File: config.mk
export PLATFORM = sky130hd
export DESIGN_NAME = msw_sqrt
export DESIGN_NICKNAME = d
export VERILOG_FILES = /design/src/msw_pkg.sv /design/src/msw_sqrt.sv
export SDC_FILE = /design/constraint.sdc
export NUM_CORES = 2
export LEC_CHECK = 0
export ABC_AREA = 1
export BUFFER_PORTS_ARGS = -buffer_cell sky130_fd_sc_hd__buf_2
export CAP_MARGIN = 30
export CORE_MARGIN = 2
export CORE_UTILIZATION = 40
export DETAILED_ROUTE_END_ITERATION = 10
export PLACE_DENSITY = 0.53
export SLEW_MARGIN = 25
export SYNTH_ARGS = -nofsm -noshare
export SYNTH_HDL_FRONTEND = slang
export SYNTH_SLANG_ARGS = --single-unit
File: constraint.sdc
create_clock -name clk -period 4.6 [get_ports clk]
set_clock_uncertainty 0.05 [all_clocks]
set_input_delay 0.46 -clock clk [delete_from_list [all_inputs] [get_ports clk]]
set_output_delay 0.46 -clock clk [all_outputs]
set_load 0.01 [all_outputs]
File: src/msw_pkg.sv
// ----------------------------------------------------------------------------
// msw_pkg
// Shared types and constants of the mean-shift pixel weight block.
// ----------------------------------------------------------------------------
package msw_pkg;

	// command codes carried in the input tuser
	typedef enum logic [1:0] {
		CMD_LOAD_MODEL = 2'd0,
		CMD_LOAD_CAND  = 2'd1,
		CMD_PIXEL      = 2'd2
	} cmd_t;

	localparam int CHAN_W      = 8;
	localparam int BIN_IDX_W   = 6;
	localparam int HIST_IN_W   = 10;
	localparam int QUOT_W      = 31;
	localparam int WEIGHT_W    = 22;
	localparam int IN_TDATA_W  = 40;
	localparam int IN_TUSER_W  = 2;
	localparam int OUT_TDATA_W = 24;

	// control that travels with each word down the pipeline
	typedef struct packed {
		logic valid;
		logic sat;
	} msw_ctl_t;

endpackage

File: src/msw_sqrt.sv
// ----------------------------------------------------------------------------
// msw_sqrt
// Pipelined digit-by-digit square root of quot * 2^FRAC_BITS, truncated.
// One root bit per stage.
// ----------------------------------------------------------------------------
module msw_sqrt
	import msw_pkg::*;
#(
	parameter int FRAC_BITS = 12
) (
	input  logic                                clk,
	input  logic                                arst_n,
	input  logic                                en,
	input  msw_ctl_t                            ctl_in,
	input  logic [QUOT_W-1:0]                   quot,
	output msw_ctl_t                            ctl_out,
	output logic [(QUOT_W+FRAC_BITS+1)/2-1:0]   root
);

	localparam int SW = (QUOT_W + FRAC_BITS + 1) / 2;
	localparam int AW = 2 * SW;
	localparam int RW = SW + 3;

	msw_ctl_t      ctl_s  [SW+1];
	logic [AW-1:0] rad_s  [SW+1];
	logic [RW-1:0] rem_s  [SW+1];
	logic [SW-1:0] root_s [SW+1];

	always_ff @(posedge clk or negedge arst_n) begin
		if (!arst_n) begin
			ctl_s[0] <= '0;
		end else if (en) begin
			ctl_s[0] <= ctl_in;
		end
	end

	always_ff @(posedge clk) begin
		if (en) begin
			rad_s[0]  <= AW'({quot, {FRAC_BITS{1'b0}}});
			rem_s[0]  <= '0;
			root_s[0] <= '0;
		end
	end

	for (genvar k = 0; k < SW; k++) begin : g_step
		logic [RW-1:0] cur;
		logic [RW-1:0] trial;
		logic          ge;

		// bring down the next two radicand bits, try root*4+1
		assign cur   = {rem_s[k][RW-3:0], rad_s[k][AW-1 -: 2]};
		assign trial = RW'({root_s[k], 2'b01});
		assign ge    = cur >= trial;

		always_ff @(posedge clk or negedge arst_n) begin
			if (!arst_n) begin
				ctl_s[k+1] <= '0;
			end else if (en) begin
				ctl_s[k+1] <= ctl_s[k];
			end
		end

		always_ff @(posedge clk) begin
			if (en) begin
				rad_s[k+1]  <= {rad_s[k][AW-3:0], 2'b00};
				rem_s[k+1]  <= ge ? cur - trial : cur;
				root_s[k+1] <= {root_s[k][SW-2:0], ge};
			end
		end
	end

	assign ctl_out = ctl_s[SW];
	assign root    = root_s[SW];

endmodule

# After elaboration in Yosys (flattened, before gate mapping)
# Memory sizes are Yosys's and may differ from the RTL's.
# Cells that the tools add are included.
[classes] n_addsub=22 mul=0 div=0 order_cmp=22 eq_ne=0 n_shift=0 mux=24 bitwise_logic=0 n_reduce_logical=0
[op_table] cell="25-bit by 24-bit >= comparator with 1-bit output" count=22
[op_table] cell="25-bit 2-to-1 mux" count=22
[op_table] cell="25-bit by 24-bit subtractor with 25-bit output" count=22
[op_table] cell="1-bit 2-to-1 mux" count=2
[totals] regBits=46 latch_bits=0 mem_bits_rw=2047 rom_bits=0 out_inout_bits=24 word_cells=117 mem_count=3
[memory_table] memory="rad_s" words=23 word_bits=42 read_ports=22 rd_clocked_by_memory_dff=0 write_ports=23 line_no="msw_sqrt.sv:25" text="logic [AW-1:0] rad_s [SW+1];"
[memory_table] memory="rem_s" words=23 word_bits=25 read_ports=22 rd_clocked_by_memory_dff=0 write_ports=23 line_no="msw_sqrt.sv:26" text="logic [RW-1:0] rem_s [SW+1];"
[memory_table] memory="root_s" words=23 word_bits=22 read_ports=23 rd_clocked_by_memory_dff=0 write_ports=23 line_no="msw_sqrt.sv:27" text="logic [SW-1:0] root_s [SW+1];"

# Logic depth before layout (Yosys ltp)
# An unclocked memory read counts as a cell.
[logic_depth] word_depth=3 ltp_mapped=15 mapped_depth_nobuf=14

# Worst setup path before layout
# Ideal clock, no wire load.
[synth_path] path_kind="reg-to-reg" startpoint="memory rem_s[1][156] (netlist name)" endpoint="memory rem_s[1][184] (netlist name) (data pin)" setup_ns=0.252 t_arrival_ns=1.772 required_time_ns=4.298 path_slack_ns=2.526 path_stages_with_launch=12 cell_sequence="edfxtp_1 ha_1 nand2_1 inv_1 a21oi_1 nand3_1 nand2_1 nand2_1 buf_4 buf_6 nand2_1 nand2_1"
[synth_lines] element="from (decl)" line_no="msw_sqrt.sv:26"

==> results.md <==
- Status: finished, final reports clean
- Final period util: a little over two thirds
- CP most frequent cell: nand2_1
- Cell Area, Synth: 57,600 sq um
- Antenna violations before repair: 3
- Hold WS: approximately 0.20 ns
- Worst Hold Class: input port to flop
- Syn-to-layout area delta: 11.6%
- Placed Area: 60,200 sq um
- Filler Cell Count: 14,300
- WL/cell: ~17 um
- Tmin final: roughly 3.2 ns
- Switching part of the total power: between 30% and 40%
- Die H: around 380 um
- CTS Buf Count: 113
- Crit. End Element: flop
- Post-synth top cells: nand2_1, inv_1, edfxtp_1, nor2_1, nand3_1
- DRC Markers: 0
- Register area share after synthesis: ~52%
- Ports: 60
- Diodes inserted: 0
- Top post-synthesis cells by area: edfxtp_1, nand2_1, inv_1, ha_1, nor2_1
- # Post-CTS Setup Buffers: 0
- Unrepaired setup endpoints after global routing: no
- Fin worst setup slack: approximately 1.4 ns
- Main synth FF type: edfxtp_1
- Remaining Overflow, GRT: 0
- Worst skew pair latency: 0.73 ns
- Hold_buf cts: 34
- Peak VDD IR: roughly 0.36 mV
- EDFF count, synth: about 970
- Slew Viols, Final: 0
- Fin nets: roughly 7,300
- Logic pwr share: between 20% and 30%
- Mapped Avg Cell Area: approximately 8.4 sq um
- Vias post-DR: roughly 44,000
- Relative slew slack: 42.5%
- Root Buffer: clkbuf_16
- First-pass GRT wire length: approximately 230,000 um
- Initial core utilization: around two fifths
- Power Dens Cells: about 410 nW/um^2
- Critical Path RT: just under 5 ns
- Hold Vio Cnt, Final: 0
- Count leader, synth: nand2_1
- Vias per inst: ~4.8
- Sw Pwr: 8.13 mW
- WS Path Type: flop to flop
- Critical-path cell list: ha_1 -> nand2_1 -> inv_1 -> a21oi_1 -> nand3_1 -> nand2_1 -> nand2_1 -> buf_4 -> inv_1 -> a21oi_1
- Startpoint Class: flop
- Post-place setup slack: between 1 and 1.5 ns
- Final HPWL from detailed placement: about 120,000 um
- Die area: ~150,000 sq um
- Clock Path Buffers: 3
- Core Rows: around 140
- #FFs+latches synth: between 1,000 and 1,500
- Top-area cell type share of the netlist area: roughly 50%
- Critical path arrival: approximately 3.6 ns
- CTS clk-pin slew, worst paths: 0.06 ns
- H-tree depth: 3
- Reg area: 30,200 sq um
- Final WL: between 100,000 and 150,000 um
- Core area: 143,000 sq um
- Fmax: between 300 and 400 MHz
- Worst-Margin Slew: roughly 0.86 ns
- Initial DRC Count: around 3,200
- Clock Power Share: 34.0%
- Inst Count DP: roughly 8,800
- Setup violations, final: 0
- Die X: 383 um
- Yosys top cell by area: edfxtp_1
- Largest net degree at the start of global routing: 106
- Post-Synthesis Cells: ~7,000
- TritonCTS clock tree: done
- Post-Synthesis Net Count: 7,154
- Clock tree sinks: between 1,000 and 1,500
- Area of the multi-input gates: ~22,000 sq um
- Buffers on Ports: 59
- Pre-antenna DRT Iters: 8
- Vias in the first global route: around 42,000
- Lkg Pwr: just under 30 nW
- Part of the power in registers: between 40% and 50%
- Max-cap violations: 0
- Distinct cells, synth: 48
- Setup tns final: 0 ns
- Non-filler cells, final: ~9,000
- Internal: between 15 and 20 mW
- Fin area: between 60,000 and 70,000 sq um
- Final Power: 26.5 mW
- Post-layout util: between 40 and 50%
- Post-cts sizing count: 0
- Final RePlAce weighted congestion: 0.917
- Worst-path fanout max: 20
- CP max stage cell: inv_1
- Share of layout cells above drive strength 1: 4.45%
- CP peak stage delay: a little under 0.6 ns
- GRT Util Overall: slightly above 20%
- Yosys warnings: 0
- Post-synthesis async set-or-reset flop share: roughly 4.5%
- Antenna-violating nets left: 0
metal layers:
| metal | track usage, % | routed length [um] |
|---|---|---|
| met1 | 28.6 | 71800 |
| met2 | 32.8 | 68100 |
| met3 | 3.10 | 6480 |
| met4 | 4.90 | 3390 |
| met5 | 0 | 13 |
layout make-up:
class | instances | share of cell area, %
Clock buffer | 137 | 4.57
Timing Repair Buffer | 130 | 1.70
Sequential cell | 1014 | 47.0
Tap cell | 1903 | 3.71
Clock inverter | 74 | 1.18
Multi-Input combinational cell | 4581 | 34.9
Inverter | 1187 | 6.93
path summary, 6_finish.rpt:
| kind | startpoint | endpoint | cells after the start | slack [ns] |
|---|---|---|---|---|
| setup / recovery | rem_s[1][156]$_DFFE_PP_ | rem_s[1][194]$_DFFE_PP_ | 10 | 1.37 |
| hold / removal | en | rad_s[1][17]$_DFFE_PP_ | 1 | 0.20 |
| setup reg to reg | rem_s[1][156]$_DFFE_PP_ | rem_s[1][194]$_DFFE_PP_ | 10 | 1.37 |
| hold reg to reg | rad_s[0][29]$_DFFE_PP_ | rad_s[1][31]$_DFFE_PP_ | 0 | 0.36 |
| max in group asynchronous | arst_n | ctl_s[23]$_DFFE_PN0P_ | 3 | 3.63 |
| min in group asynchronous | arst_n | ctl_out[1]$_DFFE_PN0P_ | 3 | 0.41 |
critical path, delay by kind of cell (launching register included):
family                     cells  cell delay [ns]
buffers and inverters          3             0.86
and+or+nand+nor                4             0.72
adders and majority gates      1             0.38
AOI/OAI and AO/OA              2             0.42
DFF                            1             0.45
power groups by stage:
stage          logic, mW  registers (mW)  clock network, mW
4_1_cts             5.44            12.1               9.28
3_3_place_gp        5.37            12.3                  0
3_5_place_dp        5.39            12.3                  0
6_report            5.43            12.1               9.00
2_1_floorplan       3.87            11.9                  0
5_1_grt             6.24            12.2               9.61
state kept, by name, indices dropped and copies added, names as in the netlist:
signal,cells
ctl_out,2
ctl_s,44
rad_s,271
rem_s,444
root_s,253
cell families after synthesis:
group	Yosys count	share of synthesized area, %
simple gates	3662	26.1
buf+inv	1255	8.56
flops	1014	52.5
compound gates	482	4.40
fa+ha+maj	268	5.89
xor+xnor	164	2.50
mux	4	0.0782
other cells	1	0.00651
cell usage in the layout, fill, tap and decap left out, types with 4 or more instances in the layout:
master            n
ha_1            263
edfxtp_1        968
o211ai_1          4
o21ai_0         176
dfrtp_1          46
clkbuf_16       114
fa_1              5
bufinv_16        11
nor3b_1           7
inv_1          1176
clkinv_8          4
buf_12           13
a21boi_0          5
mux2_2            4
xnor2_1          73
clkinv_2         18
nand3_1         416
xor2_1           91
inv_6             5
nor3_1           45
and2_1            6
inv_2            10
clkbuf_1         23
clkinv_1         25
buf_4            23
nand4_1         100
o21ai_1          10
nand2_2           6
buf_2            58
clkinvlp_4        7
o21bai_1         20
dlygate4sd3_1    34
a21oi_2           5
nor2_2           13
or2_2            10
nand3b_1         69
a21oi_1         256
nand2_1        2349
nor2_1          627
(Power assumes the default switching activity.)
