File: config.mk
export PLATFORM = sky130hd
export DESIGN_NAME = msw_div
export DESIGN_NICKNAME = d
export VERILOG_FILES = /design/src/msw_pkg.sv /design/src/msw_div.sv
export SDC_FILE = /design/constraint.sdc
export NUM_CORES = 2
export LEC_CHECK = 0
export BUFFER_PORTS_ARGS = -buffer_cell sky130_fd_sc_hd__buf_2
export CAP_MARGIN = 0
export CORE_MARGIN = 5
export CORE_UTILIZATION = 25
export CTS_BUF_LIST = sky130_fd_sc_hd__clkbuf_4
export CTS_CLUSTER_DIAMETER = 120
export DETAILED_ROUTE_END_ITERATION = 6
export GPL_TIMING_DRIVEN = 0
export MAX_ROUTING_LAYER = met4
export PLACE_DENSITY = 0.43
export SYNTH_ARGS = -nofsm -noshare
export SYNTH_HDL_FRONTEND = slang
export SYNTH_SLANG_ARGS = --single-unit
File: constraint.sdc
create_clock -name clk -period 4.3 [get_ports clk]
set_input_delay 0.215 -clock clk [delete_from_list [all_inputs] [get_ports clk]]
set_output_delay 0.215 -clock clk [all_outputs]
set_load 0.02 [all_outputs]
File: src/msw_pkg.sv
// ----------------------------------------------------------------------------
// msw_pkg
// Shared types and constants of the mean-shift pixel weight block.
// ----------------------------------------------------------------------------
package msw_pkg;

	// command codes carried in the input tuser
	typedef enum logic [1:0] {
		CMD_LOAD_MODEL = 2'd0,
		CMD_LOAD_CAND  = 2'd1,
		CMD_PIXEL      = 2'd2
	} cmd_t;

	localparam int CHAN_W      = 8;
	localparam int BIN_IDX_W   = 6;
	localparam int HIST_IN_W   = 10;
	localparam int QUOT_W      = 31;
	localparam int WEIGHT_W    = 22;
	localparam int IN_TDATA_W  = 40;
	localparam int IN_TUSER_W  = 2;
	localparam int OUT_TDATA_W = 24;

	// control that travels with each word down the pipeline
	typedef struct packed {
		logic valid;
		logic sat;
	} msw_ctl_t;

endpackage

File: src/msw_div.sv
// ----------------------------------------------------------------------------
// msw_div
// Pipelined restoring divider: floor(num * 2^FRAC_BITS / den), clipped to
// 2^31-1. One clip-check stage, then one quotient bit per stage.
// ----------------------------------------------------------------------------
module msw_div
	import msw_pkg::*;
#(
	parameter int HIST_BITS = 10,
	parameter int FRAC_BITS = 12
) (
	input  logic                    clk,
	input  logic                    arst_n,
	input  logic                    en,
	input  msw_ctl_t                ctl_in,
	input  logic [3*HIST_BITS-1:0]  num,
	input  logic [3*HIST_BITS-1:0]  den,
	output msw_ctl_t                ctl_out,
	output logic [QUOT_W-1:0]       quot
);

	localparam int DENW = 3 * HIST_BITS;
	localparam int CW   = DENW + QUOT_W;
	localparam int DXW  = DENW + FRAC_BITS + QUOT_W;

	logic [CW-1:0]     num_x;
	logic [CW-1:0]     den_x;
	logic              clip;
	logic [DXW-1:0]    dvd_x;

	msw_ctl_t          ctl_s  [QUOT_W+1];
	logic [DENW-1:0]   rem_s  [QUOT_W+1];
	logic [DENW-1:0]   den_s  [QUOT_W+1];
	logic [QUOT_W-1:0] lo_s   [QUOT_W+1];
	logic [QUOT_W-1:0] quot_s [QUOT_W+1];

	// quotient overflows 31 bits when num >= den * 2^(31-FRAC_BITS)
	assign num_x = CW'(num);
	assign den_x = CW'(den) << (QUOT_W - FRAC_BITS);
	assign clip  = (den == '0) || (num_x >= den_x);
	assign dvd_x = DXW'({num, {FRAC_BITS{1'b0}}});

	always_ff @(posedge clk or negedge arst_n) begin
		if (!arst_n) begin
			ctl_s[0] <= '0;
		end else if (en) begin
			ctl_s[0].valid <= ctl_in.valid;
			ctl_s[0].sat   <= clip;
		end
	end

	always_ff @(posedge clk) begin
		if (en) begin
			rem_s[0]  <= dvd_x[QUOT_W +: DENW];
			lo_s[0]   <= dvd_x[QUOT_W-1:0];
			den_s[0]  <= den;
			quot_s[0] <= '0;
		end
	end

	for (genvar k = 0; k < QUOT_W; k++) begin : g_step
		logic [DENW:0] trial;
		logic          ge;

		assign trial = {rem_s[k], lo_s[k][QUOT_W-1]};
		assign ge    = trial >= {1'b0, den_s[k]};

		always_ff @(posedge clk or negedge arst_n) begin
			if (!arst_n) begin
				ctl_s[k+1] <= '0;
			end else if (en) begin
				ctl_s[k+1] <= ctl_s[k];
			end
		end

		always_ff @(posedge clk) begin
			if (en) begin
				rem_s[k+1]  <= ge ? DENW'(trial - {1'b0, den_s[k]}) : DENW'(trial);
				lo_s[k+1]   <= {lo_s[k][QUOT_W-2:0], 1'b0};
				den_s[k+1]  <= den_s[k];
				quot_s[k+1] <= {quot_s[k][QUOT_W-2:0], ge};
			end
		end
	end

	assign ctl_out = ctl_s[QUOT_W];
	assign quot    = ctl_s[QUOT_W].sat ? {QUOT_W{1'b1}} : quot_s[QUOT_W];

endmodule

Word-level counts from Yosys, hierarchy flattened
Memory sizes are Yosys's and may differ from the RTL's.
Cells that the tools add are included.
{"block": "word_totals", "output_inout_bits": 33, "input_bits": 65, "elab_cells": 167, "n_memories": 4, "ram_bits": 3872, "reg_bits": 64}
{"name": "quot_s", "depth": 32, "width": 31, "read_ports": 32, "rd_ports_with_merged_regs": 0, "wr": 32, "line_no": "msw_div.sv:35", "text": "logic [QUOT_W-1:0] quot_s [QUOT_W+1];"}
{"name": "den_s", "depth": 32, "width": 30, "read_ports": 31, "rd_ports_with_merged_regs": 0, "wr": 32, "line_no": "msw_div.sv:33", "text": "logic [DENW-1:0] den_s [QUOT_W+1];"}
{"name": "lo_s", "depth": 32, "width": 30, "read_ports": 31, "rd_ports_with_merged_regs": 0, "wr": 32, "line_no": "msw_div.sv:34", "text": "logic [QUOT_W-1:0] lo_s [QUOT_W+1];"}
{"name": "rem_s", "depth": 32, "width": 30, "read_ports": 31, "rd_ports_with_merged_regs": 0, "wr": 32, "line_no": "msw_div.sv:32", "text": "logic [DENW-1:0] rem_s [QUOT_W+1];"}
{"block": "op_classes", "magnitude_cmp": 32, "mux": 34, "reduce_logical": 2, "n_addsub": 31}
{"op": "$ge 31x30->1", "n": 31}
{"op": "$mux 30", "n": 31}
{"op": "$sub 30x30->30", "n": 31}
{"op": "$ge 30x49->1", "n": 1}
{"op": "$mux 31", "n": 1}
{"op": "$logic_not 30->1", "n": 1}
{"op": "$mux 1", "n": 2}
{"op": "$logic_or 1x1->1", "n": 1}

Logic depth before layout (Yosys ltp)
An unclocked memory read counts as a cell.
{"block": "logic_depth", "depth_word": 3, "depth_mapped": 16, "depth_no_buf": 15}

Worst setup path after synthesis
No wires, ideal clock.
{"block": "synth_timing", "path_type": "reg-to-reg", "start": "memory den_s[2][1] (netlist name)", "end": "memory rem_s[0][112] (netlist name), data pin", "required_ps": 4040, "path_slack_ps": 850, "n_path_buf": 1, "stages_incl_launch_ff": 15, "arrival_ps": 3190, "cell_sequence": "edfxtp_1 -> inv_1 -> ha_1 -> nor2b_1 -> o21a_1 -> o21ai_2 -> a21oi_1 -> a2111oi_4 -> o31ai_2 -> a31oi_4 -> o21a_2 -> o21ai_2 -> a221oi_4 -> buf_6 -> mux2_2"}
{"element": "from (decl)", "line_no": "msw_div.sv:33"}
{"element": "to (decl)", "line_no": "msw_div.sv:32"}

==> results.cfg <==
[status]
outcome = complete, but fails checks
violations = setup timing

[floorplanning]
die_area_um2 = 554800
num_rows = 270
die_h_um = 744.9
io_pins = 98
floorplan.initialDensity_pct = 25.02
die_w_um = 744.9
fp.coreArea_um2 = 539500

[yosys]
synth_seq_cells = 2591
yosys.area.top_type = edfxtp_1
synth-compound-area-share_pct = 13.07
synthAdderAreaFrac_pct = 8.990
yosysUniqueCellTypes = 99
synthSimpleGateAreaFrac_pct = 8.105
synth_top_flop_cell = edfxtp_1
synth_mux_area_share_pct = 3.663
synth_edf_count = 2527
synth.area.top_cells = edfxtp_1, ha_1, a21oi_1
synthXorXnorAreaFrac_pct = 4.755
synth_area_per_cell_um2 = 12.05
synth_top_family_by_area = compound AO/OA/AOI/OAI gates
netlist_instances = 11200
synth.net_count = 12220
yosysSeqAreaShare_pct = 57.39
synth_area_um2 = 135000
synth_top_area_share_pct = 56.21
yosysWarnings = 0
async_flop_share_pct = 2.470

[pwr]
power.leakage_nw = 63.11
p_per_area_nw_per_um2 = 709.4
peakVddDrop_mv = 0.2301

[cells_and_area]
final_cell_mix = edfxtp_1, inv_1, clkbuf_4, ha_1, a21oi_1
fillers = 55790
nets = 13300
utilization_pct = 29.14
drive_gt1_share_pct = 15.61
instances_no_fill = 20090
syn_to_final_growth_pct = 16.47
final_common_cell = edfxtp_1

[drt]
antenna_left = 0
vias_per_cell = 4.381
vias = 88000
drtIter0Drc = 4719
wire_per_inst_um = 17.11
dr.pass1.iters = 6
wl_mm = 343.6
drc = 0

[timing]
skew_ns = 0.2273
setup_ws_ns = -0.04065
tightest_slew_ns = 0.9960
relSlewSlack_pct = 32.73
period_share_pct = 100.9
grt_setup_unrepaired = yes
setup_violations = 1
drv_slew = 0
hold_viol_final = 0
max_freq_ghz = 0.2304
fin_crit_ns = 4.341
tns_ns = -0.04065

[hold_path]
min-delay-start = quot_s[24][1]
hold_depth = 0
hold_path_class = flop to flop
whs_endpoint = quot_s[25][2]

[grt]
antenna_found_initial = 16
grt_max_degree = 165
grtUsageTotal_pct = 12.43
grt_pass1_vias = 89330
grt_overflow = 0
grt_pass1_wl_mm = 527.2

[cts]
cts.sinks = 2591
cts_max_path_buffers = 4
cts_root_buffer = clkbuf_4
clk_latency_ns = 1.66
cts_made_buffers = 748
cts_tree = built
htree_levels = 6
path_clk_slew_ns = 0.07

[placement]
dp.cells = 18520
dpl.hpwl_mm = 252.6
place_congestion = 0.8600
port_buffers = 96

[critical_path]
max_stage_delay_ns = 0.42
crit_start = rem_s[2][65]
cpLargestDelayFamily = compound AO/OA/AOI/OAI gates
critPathKind = flop to flop
rrSetupSlack_ns = -0.04
cp_num_buf_inv = 3
cp_slowest_cell = edfxtp_1
cp_cell_sequence = ha_1 -> a211o_1 -> or3_1 -> o21a_1 -> a221oi_2 -> a21oi_2 -> a31oi_4 -> a21oi_1 -> or3_1 -> buf_2 -> buf_6 -> buf_2 -> a21oi_1
worstReg2RegEnd = rem_s[2][109]
r2r_start = rem_s[2][65]
r2r.worst_path.cells = 13
critPathMaxFanout = 10
cp-start-kind = flop
worstPathArrival_ns = 5.59
required_ns = 5.54
crit_path_end_kind = flop

[run]
cap_violations = 0
-- worst reg2reg max path, stage by stage, from the launching register on --
cell and delay (ns):
edfxtp_1 0.42, ha_1 0.37, a211o_1 0.35, or3_1 0.32
o21a_1 0.24, a221oi_2 0.37, a21oi_2 0.17, a31oi_4 0.27
a21oi_1 0.10, or3_1 0.32, buf_2 0.24, buf_6 0.22
buf_2 0.24, a21oi_1 0.39
-- sequential cells by signal (all words and copies together) (netlist names) --
name and cells:
ctl_out 2, ctl_s 62, den_s 930, lo_s 190, quot_s 496, rem_s 911
-- power breakdown --
part / switching (mW) / internal, mW
registers: 3.66 / 36.3
logic: 27.9 / 20.7
clock network: 11.1 / 11.9
total: 42.7 / 68.9
-- cells by family after synthesis --
kind of cell / Yosys count
and+or+nand+nor: 2299
adders and majority gates: 952
xor gates and xnor gates: 733
buffers and inverters: 1407
DFF: 2591
muxes: 442
AOI/OAI and AO/OA: 2777
-- metal layers --
metal  track usage [%]  routed length [um]
met1             15.61              157600
met2             20.16              160400
met3             2.170               14180
met4             4.393               11450
met5                 -                   0
-- Yosys cell counts (all sizes together) (40+ instances only) --
library cell	count
edfxtp	2527
inv	1179
a21oi	922
ha	922
nor2	689
nand2	613
o21ai	601
xnor2	451
a21o	447
mux2	416
xor2	282
nand3	170
nand4	140
clkbuf	131
nor3	128
o21a	121
nor2b	118
nand2b	111
o21bai	98
buf	97
a31oi	89
a211oi	76
and3	69
dfrtp	64
or2	59
o31ai	51
a211o	41
a21boi	40
-- area by class of cell --
type	instances	area [um2]	area share, %
Timing Repair Buffer	330	3166	2.013
Clock inverter	256	1448	0.9207
Antenna cell	30	75.07	0.04774
Inverter	1179	4425	2.815
Buffer	225	1097	0.6979
Multi-Input combinational cell	7203	52530	33.41
Sequential cell	2591	77490	49.28
Clock buffer	1064	7988	5.080
Tap cell	7208	9019	5.736
-- through the flow --
stage	setup WS (ns)	hold slack (ns)	instance area, um2	total power, mW
2_1_floorplan	0.8498	-0.08059	135000	74.03
3_3_place_gp	-41.43	0.4008	144500	90.43
3_5_place_dp	-0.7658	0.3627	145000	88.44
4_1_cts	0.0005400	0.009188	156800	113.3
5_1_grt	-0.1607	0.06761	157200	120.6
6_report	-0.04065	0.3063	157200	111.5
-- worst max path at each step --
stage | endpoint | slack (ns) | depth (start not counted)
floorplan | rem_s[0][112] | 0.85 | 14
global placement | quot_s[27][14] | -41.43 | 1
detailed placement | rem_s[1][65] | -0.77 | 13
CTS | rem_s[2][109] | 0.0005 | 13
global route | rem_s[2][107] | -0.16 | 13
finish | rem_s[2][109] | -0.04 | 13
-- timing repair --
item,in CTS,in global routing
hold buffers,196,0
cloned,0,1
pin swaps,6,8
buffers inserted,11,8
resized for setup,61,107
hold endpoints to repair,935,0
endpoints found under the setup margin,438,549
(Power assumes the default switching activity.)
