<file path="src/msw_ram.sv">
// ----------------------------------------------------------------------------
// msw_ram
// Generic single-write, single-read RAM with registered read data.
// ----------------------------------------------------------------------------
module msw_ram #(
	parameter int WIDTH = 10,
	parameter int DEPTH = 16
) (
	input  logic                     clk,
	input  logic                     we,
	input  logic [$clog2(DEPTH)-1:0] waddr,
	input  logic [WIDTH-1:0]         wdata,
	input  logic                     re,
	input  logic [$clog2(DEPTH)-1:0] raddr,
	output logic [WIDTH-1:0]         rdata
);

	logic [WIDTH-1:0] mem_q [DEPTH];

	always_ff @(posedge clk) begin
		if (we) begin
			mem_q[waddr] <= wdata;
		end
		if (re) begin
			rdata <= mem_q[raddr];
		end
	end

endmodule

</file>
<file path="config.mk">
export PLATFORM = sky130hd
export DESIGN_NAME = msw_ram
export DESIGN_NICKNAME = d
export VERILOG_FILES = /design/src/msw_ram.sv
export SDC_FILE = /design/constraint.sdc
export NUM_CORES = 1
export LEC_CHECK = 0
export BUFFER_PORTS_ARGS = -buffer_cell sky130_fd_sc_hd__buf_2
export CAP_MARGIN = 20
export CORE_ASPECT_RATIO = 2
export CORE_MARGIN = 3
export CORE_UTILIZATION = 35
export DETAILED_ROUTE_END_ITERATION = 6
export PLACE_DENSITY = 0.46
export SYNTH_ARGS = -nofsm -noshare
export SYNTH_HDL_FRONTEND = slang
export SYNTH_SLANG_ARGS = --single-unit
</file>
<file path="constraint.sdc">
create_clock -name clk -period 1.9 [get_ports clk]
set_input_delay 0.19 -clock clk [delete_from_list [all_inputs] [get_ports clk]]
set_output_delay 0.19 -clock clk [all_outputs]
set_load 0.01 [all_outputs]
</file>
## Word level (Yosys, flattened, before mapping)

Memory sizes are Yosys's and may differ from the RTL's. A register that Yosys moved wholly into a read port is not among the register bits.
Cells that the tools add are included.

- $add $sub $neg: 0
- Multipliers: 0
- Div/mod/pow operators: 0
- Order comparisons: 0
- Eq/ne operators: 0
- Shifts and indexed selects: 0
- Mux-type cells: 2
- Bitwise operators: 0
- Reduce and logical (&&, ||, !) cells: 0

Operator list:

| operator | number |
|---|---|
| $mux 1 | 2 |

- Register bits: 0
- Bits in latches: 0
- Memory bits (writable): 160
- Bits in read-only memories: 0
- Output and inout port bits: 10
- Word-level logic and storage cells: 3
- Memories kept: 1

Memory list:

| memory | depth | width | rd ports | clocked after Yosys merged registers in | write ports | RTL line | source |
|---|---|---|---|---|---|---|---|
| mem_q | 16 | 10 | 1 | 1 | 1 | 18 | `logic [WIDTH-1:0] mem_q [DEPTH];` |

## Logic depth before layout (Yosys ltp)

Gate-level depths: netlist of the first run.

- Depth in word-level cells: 2
- Depth in mapped cells: 5
- Gate-level depth less buffers: 3

## Least setup slack after synthesis of the first run

Ideal clock, no wire load.

- Path type: input port to flip-flop
- Start point: input waddr[2]
- End point: memory mem_q[0][0], enable pin
- Setup time: 390 ps
- Data arrival time: 1,359 ps
- Setup slack: 151 ps
- Stages on the path: 2
- Buffers on the path: 0
- Cell sequence: or3b_1 nor3_1

RTL lines:

| element | RTL line | source |
|---|---|---|
| start: declaration | 11 | `input logic [$clog2(DEPTH)-1:0] waddr,` |
| end: declaration | 18 |  |

No word-level cell before the write port.

==> results of run 1 <==
## layer usage
layer	global-route usage [%]	up-vias	routed length [um]
met5	0	-	0
met4	5.99	0	276
met3	3.21	13	400
met2	24.9	64	7550
met1	17.4	1613	5420
li1	-	1306	-
## per-stage QoR
stage / hold slack (ns) / cells / power (mW) / cell area, sq um / worst slack [ns]
2_1_floorplan: 0.289 / 279 / 4.54 / 6450 / 0.151
4_1_cts: 0.128 / 562 / 8.10 / 7570 / 0.412
3_3_place_gp: 0.572 / 530 / 4.72 / 6990 / 0.116
5_1_grt: 0.140 / 562 / 8.27 / 7570 / 0.379
3_5_place_dp: 0.582 / 530 / 4.73 / 6990 / 0.128
6_report: 0.151 / 562 / 8.01 / 7570 / 0.416
## sequential cells by signal (all words and copies together) (netlist names)
register / cells
mem_q: 160
rdata: 10
## cell usage in the layout (no fill, tap or decap)
master / count
edfxtp_1: 170
clkinv_2: 4
nand2_1: 11
nor2_1: 13
nor3_2: 3
nand2b_1: 2
clkinv_4: 3
clkbuf_16: 17
buf_4: 17
nand3b_1: 2
nor3_1: 1
inv_6: 3
or3b_1: 1
bufinv_16: 2
clkbuf_1: 1
buf_2: 30
mux4_2: 28
mux4_1: 12
and2_1: 1
a22oi_1: 20
nor2b_1: 2
nand3_1: 1
clkinvlp_4: 2
buf_12: 3
## cell usage after synthesis (all sizes together)
master,count,share of area [%]
nand2,11,0.64
nand3,1,0.077
and2,1,0.097
nor2b,2,0.19
nand3b,2,0.23
a22oi,20,2.3
clkbuf,2,0.12
nor3,4,0.31
nand2b,2,0.19
edfxtp,170,79
buf,10,1.2
nor2,13,0.76
or3b,1,0.14
mux4,40,15
## kinds of logic after synthesis
family	share of synthesized area (%)
DFF	79.1
muxes	14.7
and+or+nand+nor	2.64
AOI/OAI and AO/OA	2.33
buffers and inverters	1.28
## area by class of cell
cell class,instances,area [sq um]
tap,213,267
multi-input combinational,97,1280
fill,1572,10400
sequential,170,5100
clock inverter,14,148
clock buffer,18,429
timing repair buffer,50,338
## final timing paths
check               start     endpoint  slack (ns)  cells past startpoint
max           mem_q[1][5]     rdata[5]        0.42                      3
min              wdata[8]  mem_q[1][8]        0.15                      1
max reg2reg   mem_q[1][5]     rdata[5]        0.42                      3
min reg2reg  mem_q[15][4]     rdata[4]        0.75                      3
## report_power, final
part           switching [mW]  internal, mW
logic                   0.230         0.162
registers              0.0190          4.22
clock network            1.43          1.94
total                    1.68          6.33
==> metrics.cfg, run 1 <==
[routing]
routedWlPerCell_um = 24.3
viasPerCell = 5.33
initialDrtViolationCount = 187
drt-total-wl_mm = 13.6
vias = 2996
dr.pass1.iters = 4
ant_nets = 0
drc = 0

[placement]
dp_hpwl_mm = 8.82
io_buffers = 30
place_congestion = 0.730

[timing]
setup_viol = 0
fin_skew_ns = 0.00976
period_minus_slack_ns = 1.48
fmax_mhz = 674
hold_viol = 0
fin_crit_sh_pct = 78.1
worst_pin_slew_ns = 1.15
finalSetupTns_ns = 0
drv_slew = 0
grt_setup_unrepaired = false
slew_headroom_pct = 23.1

[clock_network]
cts_num_sinks = 170
cts.htree.levels = 4
path_clk_slew_ns = 0.07
clk_latency_ns = 0.42
cts_buffer_depth = 2
hold_buffers = 0
cts_tree = done
post-cts-setup-buffers = 0
cts_root_buffer = clkbuf_16
cts_resized = 0
cts_buffers = 17

[logic_synthesis]
ys_seq_elements = 170
ys.warnings.count = 0
synth_nets = 300
synth_area_per_cell_sq_um = 23.1
synth_cell_type_count = 18
syn_area_sq_um = 6450
synthCells = 279
ys_seq_area_share_pct = 79.1

[flow_run]
cap_violations = 0

[die]
chipHeight_um = 198
start_util_pct = 35.9
rows = 69
die_x_um = 102
fp.dieArea_sq_um = 20200
fp.coreArea_sq_um = 18000
ios = 31

[power_and_ir_drop]
cellLeakagePower_nw = 2.49
power-per-cell-area_nw_per_um2 = 1060
ir_drop_mv = 0.498

[outcome]
status = finished, final reports clean

[critical_path]
required_ns = 2.07
crit_arrival_ns = 1.65
worstSetupPathType = flip-flop to flip-flop
slowest_delay_ns = 0.50
worst-path-buf-inv = 0
start_kind = flip-flop
path_delay_family = multiplexers
cp_slowest_cell = mux4_1
crit_path_end_kind = flip-flop
path_cells = mux4_1, a22oi_1, nand2_1
cp_max_fo = 1

[global_route]
grt_pass1_vias = 3179
grt_overflow_total = 0
antenna_found_initial = 0
grt_max_degree = 41
grt_usage_pct = 14.5
grt_pass1_wl_mm = 20.3

[finish]
final_core_util_pct = 42.1
final_net_count = 357
area_growth_pct = 17.3
antennaDiodeCount = 0
drive_above_1_share_pct = 32.1

[hold_path]
min_path_type = input pin to flip-flop

Note: power is estimated with default switching activity, not from simulation.
==> run 2: changes to the inputs <==
--- a/config.mk
+++ b/config.mk
@@ -11,7 +11,7 @@
 export CORE_MARGIN = 3
 export CORE_UTILIZATION = 35
 export DETAILED_ROUTE_END_ITERATION = 6
-export PLACE_DENSITY = 0.46
+export PLACE_DENSITY = 0.48
 export SYNTH_ARGS = -nofsm -noshare
 export SYNTH_HDL_FRONTEND = slang
 export SYNTH_SLANG_ARGS = --single-unit
==> constraint.sdc (replaced) <==
create_clock -name clk -period 1.2 [get_ports clk]
set_input_delay 0.12 -clock clk [delete_from_list [all_inputs] [get_ports clk]]
set_output_delay 0.12 -clock clk [all_outputs]
set_load 0.01 [all_outputs]
==> run 2 against run 1 <==
  * The run now ends with negative setup slack left
  * First-iteration DRC count fell by 18%
  * Sequential cell count did not move
  * Sequential share of layout area fell by 3.2 points
  * Via count rose by 1.4%
  * Worst hold slack got worse by 0.067 ns
  * Worst setup slack got worse by 0.62 ns
  * Count of clock-buffer cells in the layout did not move
  * Clock power rose by 66%
  * Register-to-register slack got worse by 0.62 ns
  * Die area did not move
  * Utilization rose by 2.1 points
  * Largest cell class unchanged
==> metrics.cfg, run 2 (synthesized netlist as in run 1, its figures left out) <==
[outcome]
status = complete, but fails checks
violations = negative setup slack

[flow_run]
cap_violations = 0  ; unchanged

[placement]
dp_hpwl_mm = 9.56  ; +8.4%
pre_cts_slack_ns = -0.540  ; -0.669 ns
placed_cell_area_sq_um = 7290  ; +4.3%
place_congestion = 0.722  ; -1.1%
dp.cells = 554  ; +4.5%
io_buffers = 30  ; unchanged

[timing]
fin_crit_sh_pct = 117  ; +39 points
grt_setup_unrepaired = true
hold_viol = 0  ; unchanged
drv_slew = 0  ; unchanged
setup_ws_ns = -0.200  ; -0.616 ns
slew_headroom_pct = 26.0  ; +2.9 points
fmax_mhz = 714  ; +6.0%
period_minus_slack_ns = 1.40  ; -0.0840 ns
finalSetupTns_ns = -1.69  ; -1.69 ns
setup_viol = 10  ; +10
fin_skew_ns = 0.00659  ; -0.00317 ns
worst_pin_slew_ns = 1.11  ; -0.0438 ns

[global_route]
grt_pass1_vias = 3518  ; +11%
grt_overflow_total = 0  ; unchanged
top_usage_layer = met2
grt_pass1_wl_mm = 21.1  ; +3.8%
grt_use_met2_pct = 28.0  ; +3.1 points
grt_usage_pct = 15.0  ; +0.45 points
use_met1_pct = 15.8  ; -1.6 points
antenna_found_initial = 0  ; unchanged
grt_max_degree = 18  ; -56%
grt_util_met3_pct = 3.46  ; +0.25 points

[power_and_ir_drop]
ir_drop_mv = 0.791  ; +59%
power-per-cell-area_nw_per_um2 = 1640  ; +55%
cellLeakagePower_nw = 2.63  ; +5.2%

[critical_path]
path_cells = mux4_2, a22oi_2, nand2_1
worstSetupPathType = flip-flop to flip-flop
cp_max_fo = 1  ; unchanged
crit-reg2reg-launch = mem_q[6][4]
crit_arrival_ns = 1.57  ; -0.08 ns
startpoint = mem_q[6][4]
required_ns = 1.37  ; -0.70 ns
crit_path_end_kind = flip-flop
start_kind = flip-flop
slowest_delay_ns = 0.51  ; about the same
worst-path-buf-inv = 0  ; unchanged
cp_slowest_cell = mux4_2
path_delay_family = multiplexers

[die]
die_x_um = 102  ; unchanged
ios = 31  ; unchanged
start_util_pct = 35.9  ; unchanged
rows = 69  ; unchanged
fp.dieArea_sq_um = 20200  ; unchanged
chipHeight_um = 198  ; unchanged
fp.coreArea_sq_um = 18000  ; unchanged

[finish]
area_growth_pct = 23.1
final_cell_mix = edfxtp_1, mux4_2, buf_4, buf_2, clkbuf_16
mostFrequentLayoutCell = edfxtp_1
fin_cells = 588  ; +4.6%
finalInstanceArea_sq_um = 7940  ; +5.0%
num-fill-cells = 1570  ; -0.13%
antennaDiodeCount = 0  ; unchanged
top_regs = mem_q: 160 flops, rdata: 10 flops
largest_reg_flops = 160  ; unchanged
drive_above_1_share_pct = 42.9  ; +11 points
final_net_count = 383  ; +7.3%
top_register = mem_q

[routing]
vias = 3038  ; +1.4%
routedWlPerCell_um = 23.3  ; -3.9%
drc = 0  ; unchanged
drt-total-wl_mm = 13.7  ; +0.50%
dr.pass1.iters = 4  ; unchanged
ant_nets = 0  ; unchanged
initialDrtViolationCount = 153  ; -18%
viasPerCell = 5.17  ; -3.1%

[clock_network]
cts_buffer_depth = 2  ; unchanged
cts.htree.levels = 4  ; unchanged
post-cts-setup-buffers = 0  ; unchanged
clk_latency_ns = 0.42  ; about the same
path_clk_slew_ns = 0.06  ; about the same
cts_root_buffer = clkbuf_16
cts_num_sinks = 170  ; unchanged
cts_buffers = 17  ; unchanged
cts_tree = done

[hold_path]
min_path_type = input pin to flip-flop
hold_start = wdata[9]

-- run 2: changes by cell type in the layout (fill, tap and decap cells not counted), sizes merged --
cell and change:
bufinv +2, inv -3, clkinvlp +1, buf +26
-- run 2: per-layer routing --
metal	up-vias	wire [um]
met4	0	251
met1	1622	5080
met3	17	335
met2	51	8050
li1	1348	-
met5	-	0
-- run 2: final timing paths --
path	slack, ns	endpoint	cells past startpoint
setup / recovery	-0.20	rdata[4]	3
hold / removal	0.08	mem_q[0][9]	1
setup reg to reg	-0.20	rdata[4]	3
hold reg to reg	0.74	rdata[5]	3
-- run 2: area by class of cell --
| type | count | area, sq um | area share (%) |
|---|---|---|---|
| Sequential cell | 170 | 5100 | 64.3 |
| Clock buffer | 18 | 429 | 5.40 |
| Tap cell | 213 | 267 | 3.36 |
| Clock inverter | 14 | 179 | 2.25 |
| Timing Repair Buffer | 76 | 649 | 8.18 |
| Multi-Input combinational cell | 97 | 1310 | 16.5 |
-- run 2: stage by stage --
stage	utilization [%]	hold WS [ns]	total power, mW
4_1_cts	44.0	0.0637	13.2
6_report	44.2	0.0845	13.0
3_3_place_gp	40.6	0.505	7.55
5_1_grt	44.2	0.0762	13.5
2_1_floorplan	-	0.219	7.20
3_5_place_dp	40.6	0.518	7.57
-- run 2: report_power, final --
part	switching, mW	internal (mW)
Sequential	0.0352	6.69
Combinational	0.399	0.335
Clock	2.14	3.45
Total	2.57	10.5
-- run 2: repair_timing --
item                                    4_1_cts  5_1_grt
hold buffers                                  0        0
resized for setup                            17        5
pin swaps                                     3        1
endpoints found under the setup margin       10       10
==> run 3: changes to the inputs <==
==> constraint.sdc (replaced) <==
create_clock -name clk -period 1.2 [get_ports clk]
set_input_delay 0.12 -clock clk [delete_from_list [all_inputs] [get_ports clk]]
set_output_delay 0.12 -clock clk [all_outputs]
set_load 0.05 [all_outputs]
==> run 3 against run 2 <==
  * The run still ends with negative setup slack left
  * Die area did not move
  * Final area grew 0.25%
  * Cell count is the same
  * Sequential power barely moved
  * Non-clock buffer count unchanged
  * Count of clock-buffer cells in the layout is the same
  * Global-route usage unchanged
  * Critical path depth unchanged
  * Routed wire length barely moved
==> metrics.cfg, run 3 (synthesized netlist as in run 1, its figures left out) <==
[critical_path]
reg2reg_depth = 3  ; unchanged
crit_arrival_ns = 1.57  ; about the same
cp_max_fo = 1  ; unchanged
start_kind = flip-flop
crit-reg2reg-launch = mem_q[6][4]
required_ns = 1.37  ; about the same
reg2reg_to = rdata[4]
rrSetupSlack_ns = -0.20  ; about the same
startpoint = mem_q[6][4]
crit_path_end_kind = flip-flop
worstSetupPathType = flip-flop to flip-flop

[power_and_ir_drop]
cellLeakagePower_nw = 2.63  ; +0.23%
total_power_mw = 13.1  ; +0.77%
power-per-cell-area_nw_per_um2 = 1650  ; +0.52%
ir_drop_mv = 0.795  ; +0.53%

[finish]
top_register = mem_q
antennaDiodeCount = 0  ; unchanged
final_cell_mix = edfxtp_1, mux4_2, buf_4, buf_2, clkbuf_16
finalInstanceArea_sq_um = 7960  ; +0.25%
mostFrequentLayoutCell = edfxtp_1
area_growth_pct = 23.4
num-fill-cells = 1565  ; -0.32%
largest_reg_flops = 160  ; unchanged
final_net_count = 383  ; unchanged
top_regs = mem_q: 160 flops, rdata: 10 flops
drive_above_1_share_pct = 42.9  ; unchanged
final_core_util_pct = 44.3  ; +0.11 points

[timing]
drv_slew = 0  ; unchanged
setup_ws_ns = -0.200  ; unchanged
whs_ns = 0.0845  ; unchanged
finalSetupTns_ns = -1.69  ; unchanged
hold_viol = 0  ; unchanged
worst_pin_slew_ns = 1.11  ; -0.00000155 ns
slew_headroom_pct = 26.0  ; about the same
fmax_mhz = 714  ; unchanged
fin_skew_ns = 0.00659  ; unchanged
period_minus_slack_ns = 1.40  ; unchanged
fin_crit_sh_pct = 117  ; unchanged
grt_setup_unrepaired = true
setup_viol = 10  ; unchanged

[placement]
dp_hpwl_mm = 9.56  ; unchanged
placed_cell_area_sq_um = 7290  ; unchanged
io_buffers = 30  ; unchanged
place_congestion = 0.722  ; unchanged

[routing]
dr.pass1.iters = 4  ; unchanged
drt-total-wl_mm = 13.7  ; about the same
ant_nets = 0  ; unchanged
viasPerCell = 5.17  ; unchanged
routedWlPerCell_um = 23.3  ; about the same
drc = 0  ; unchanged
vias = 3038  ; unchanged
initialDrtViolationCount = 152  ; -0.65%

[die]
fp.dieArea_sq_um = 20200  ; unchanged
die_x_um = 102  ; unchanged
rows = 69  ; unchanged
start_util_pct = 35.9  ; unchanged
chipHeight_um = 198  ; unchanged
ios = 31  ; unchanged
fp.coreArea_sq_um = 18000  ; unchanged

[outcome]
violations = negative setup slack
status = complete, but fails checks

[clock_network]
cts.htree.levels = 4  ; unchanged
path_clk_slew_ns = 0.06  ; about the same
cts_buffers = 17  ; unchanged
clk_latency_ns = 0.42  ; about the same
post-cts-setup-buffers = 0  ; unchanged
cts_buffer_depth = 2  ; unchanged
cts_root_buffer = clkbuf_16
cts_num_sinks = 170  ; unchanged
hold_buffers = 0  ; unchanged
cts_tree = done

[global_route]
grt_usage_pct = 15.0  ; unchanged
grt_pass1_vias = 3518  ; unchanged
grt_overflow_total = 0  ; unchanged
grt_max_degree = 18  ; unchanged
grt_pass1_wl_mm = 21.1  ; unchanged
antenna_found_initial = 0  ; unchanged

[flow_run]
cap_violations = 0  ; unchanged

[hold_path]
hold_end = mem_q[0][9]
hold_depth = 1  ; unchanged
hold_start = wdata[9]
min_path_type = input pin to flip-flop

-- run 3: cell count changes in the layout (fill, tap and decap cells not counted), sizes merged --
cell,delta
clkbuf,+1
buf,-1
-- run 3: per-layer routing --
layer / GRT usage, % / up-vias / wire (um)
li1: - / 1348 / -
met1: 15.8 / 1622 / 5070
met2: 28.0 / 51 / 8050
met3: 3.46 / 17 / 335
met4: 5.60 / 0 / 251
met5: 0 / - / 0
-- run 3: worst max path at each step --
stage / end / slack [ns]
floorplan: mem_q[1][0] / -0.18
global placement: rdata[7] / -0.54
detailed placement: rdata[4] / -0.54
CTS: rdata[4] / -0.22
global route: rdata[4] / -0.25
finish: rdata[4] / -0.20
-- run 3: power breakdown --
group	switching [mW]	internal, mW	leakage [nW]
combinational	0.487	0.347	0.795
clock	2.14	3.45	0.291
sequential	0.0365	6.69	1.55
-- run 3: stage by stage --
step,cells,setup WS (ns)
after floorplan,279,-0.178
after global placement,554,-0.540
after detailed placement,554,-0.540
after CTS,586,-0.215
after global routing,588,-0.254
final,588,-0.200
-- run 3: repair_timing --
action	4_1_cts	5_1_grt
setup endpoints to repair	14	11
gates resized for setup	23	6
pin swaps	3	1
endpoints found under the hold margin	0	0
-- run 3: layout make-up --
cell class                 count  area [sq um]  area share (%)
tap                          213           267            3.35
clock inverter                14           179            2.25
multi-input combinational     97          1310            16.5
timing repair buffer          76           669            8.41
sequential                   170          5100            64.1
clock buffer                  18           429            5.39
-- run 3: worst max-delay path, stage by stage, from the launching register on --
cell	delay, ns
edfxtp_1	0.37
mux4_2	0.51
a22oi_2	0.17
nand2_1	0.10
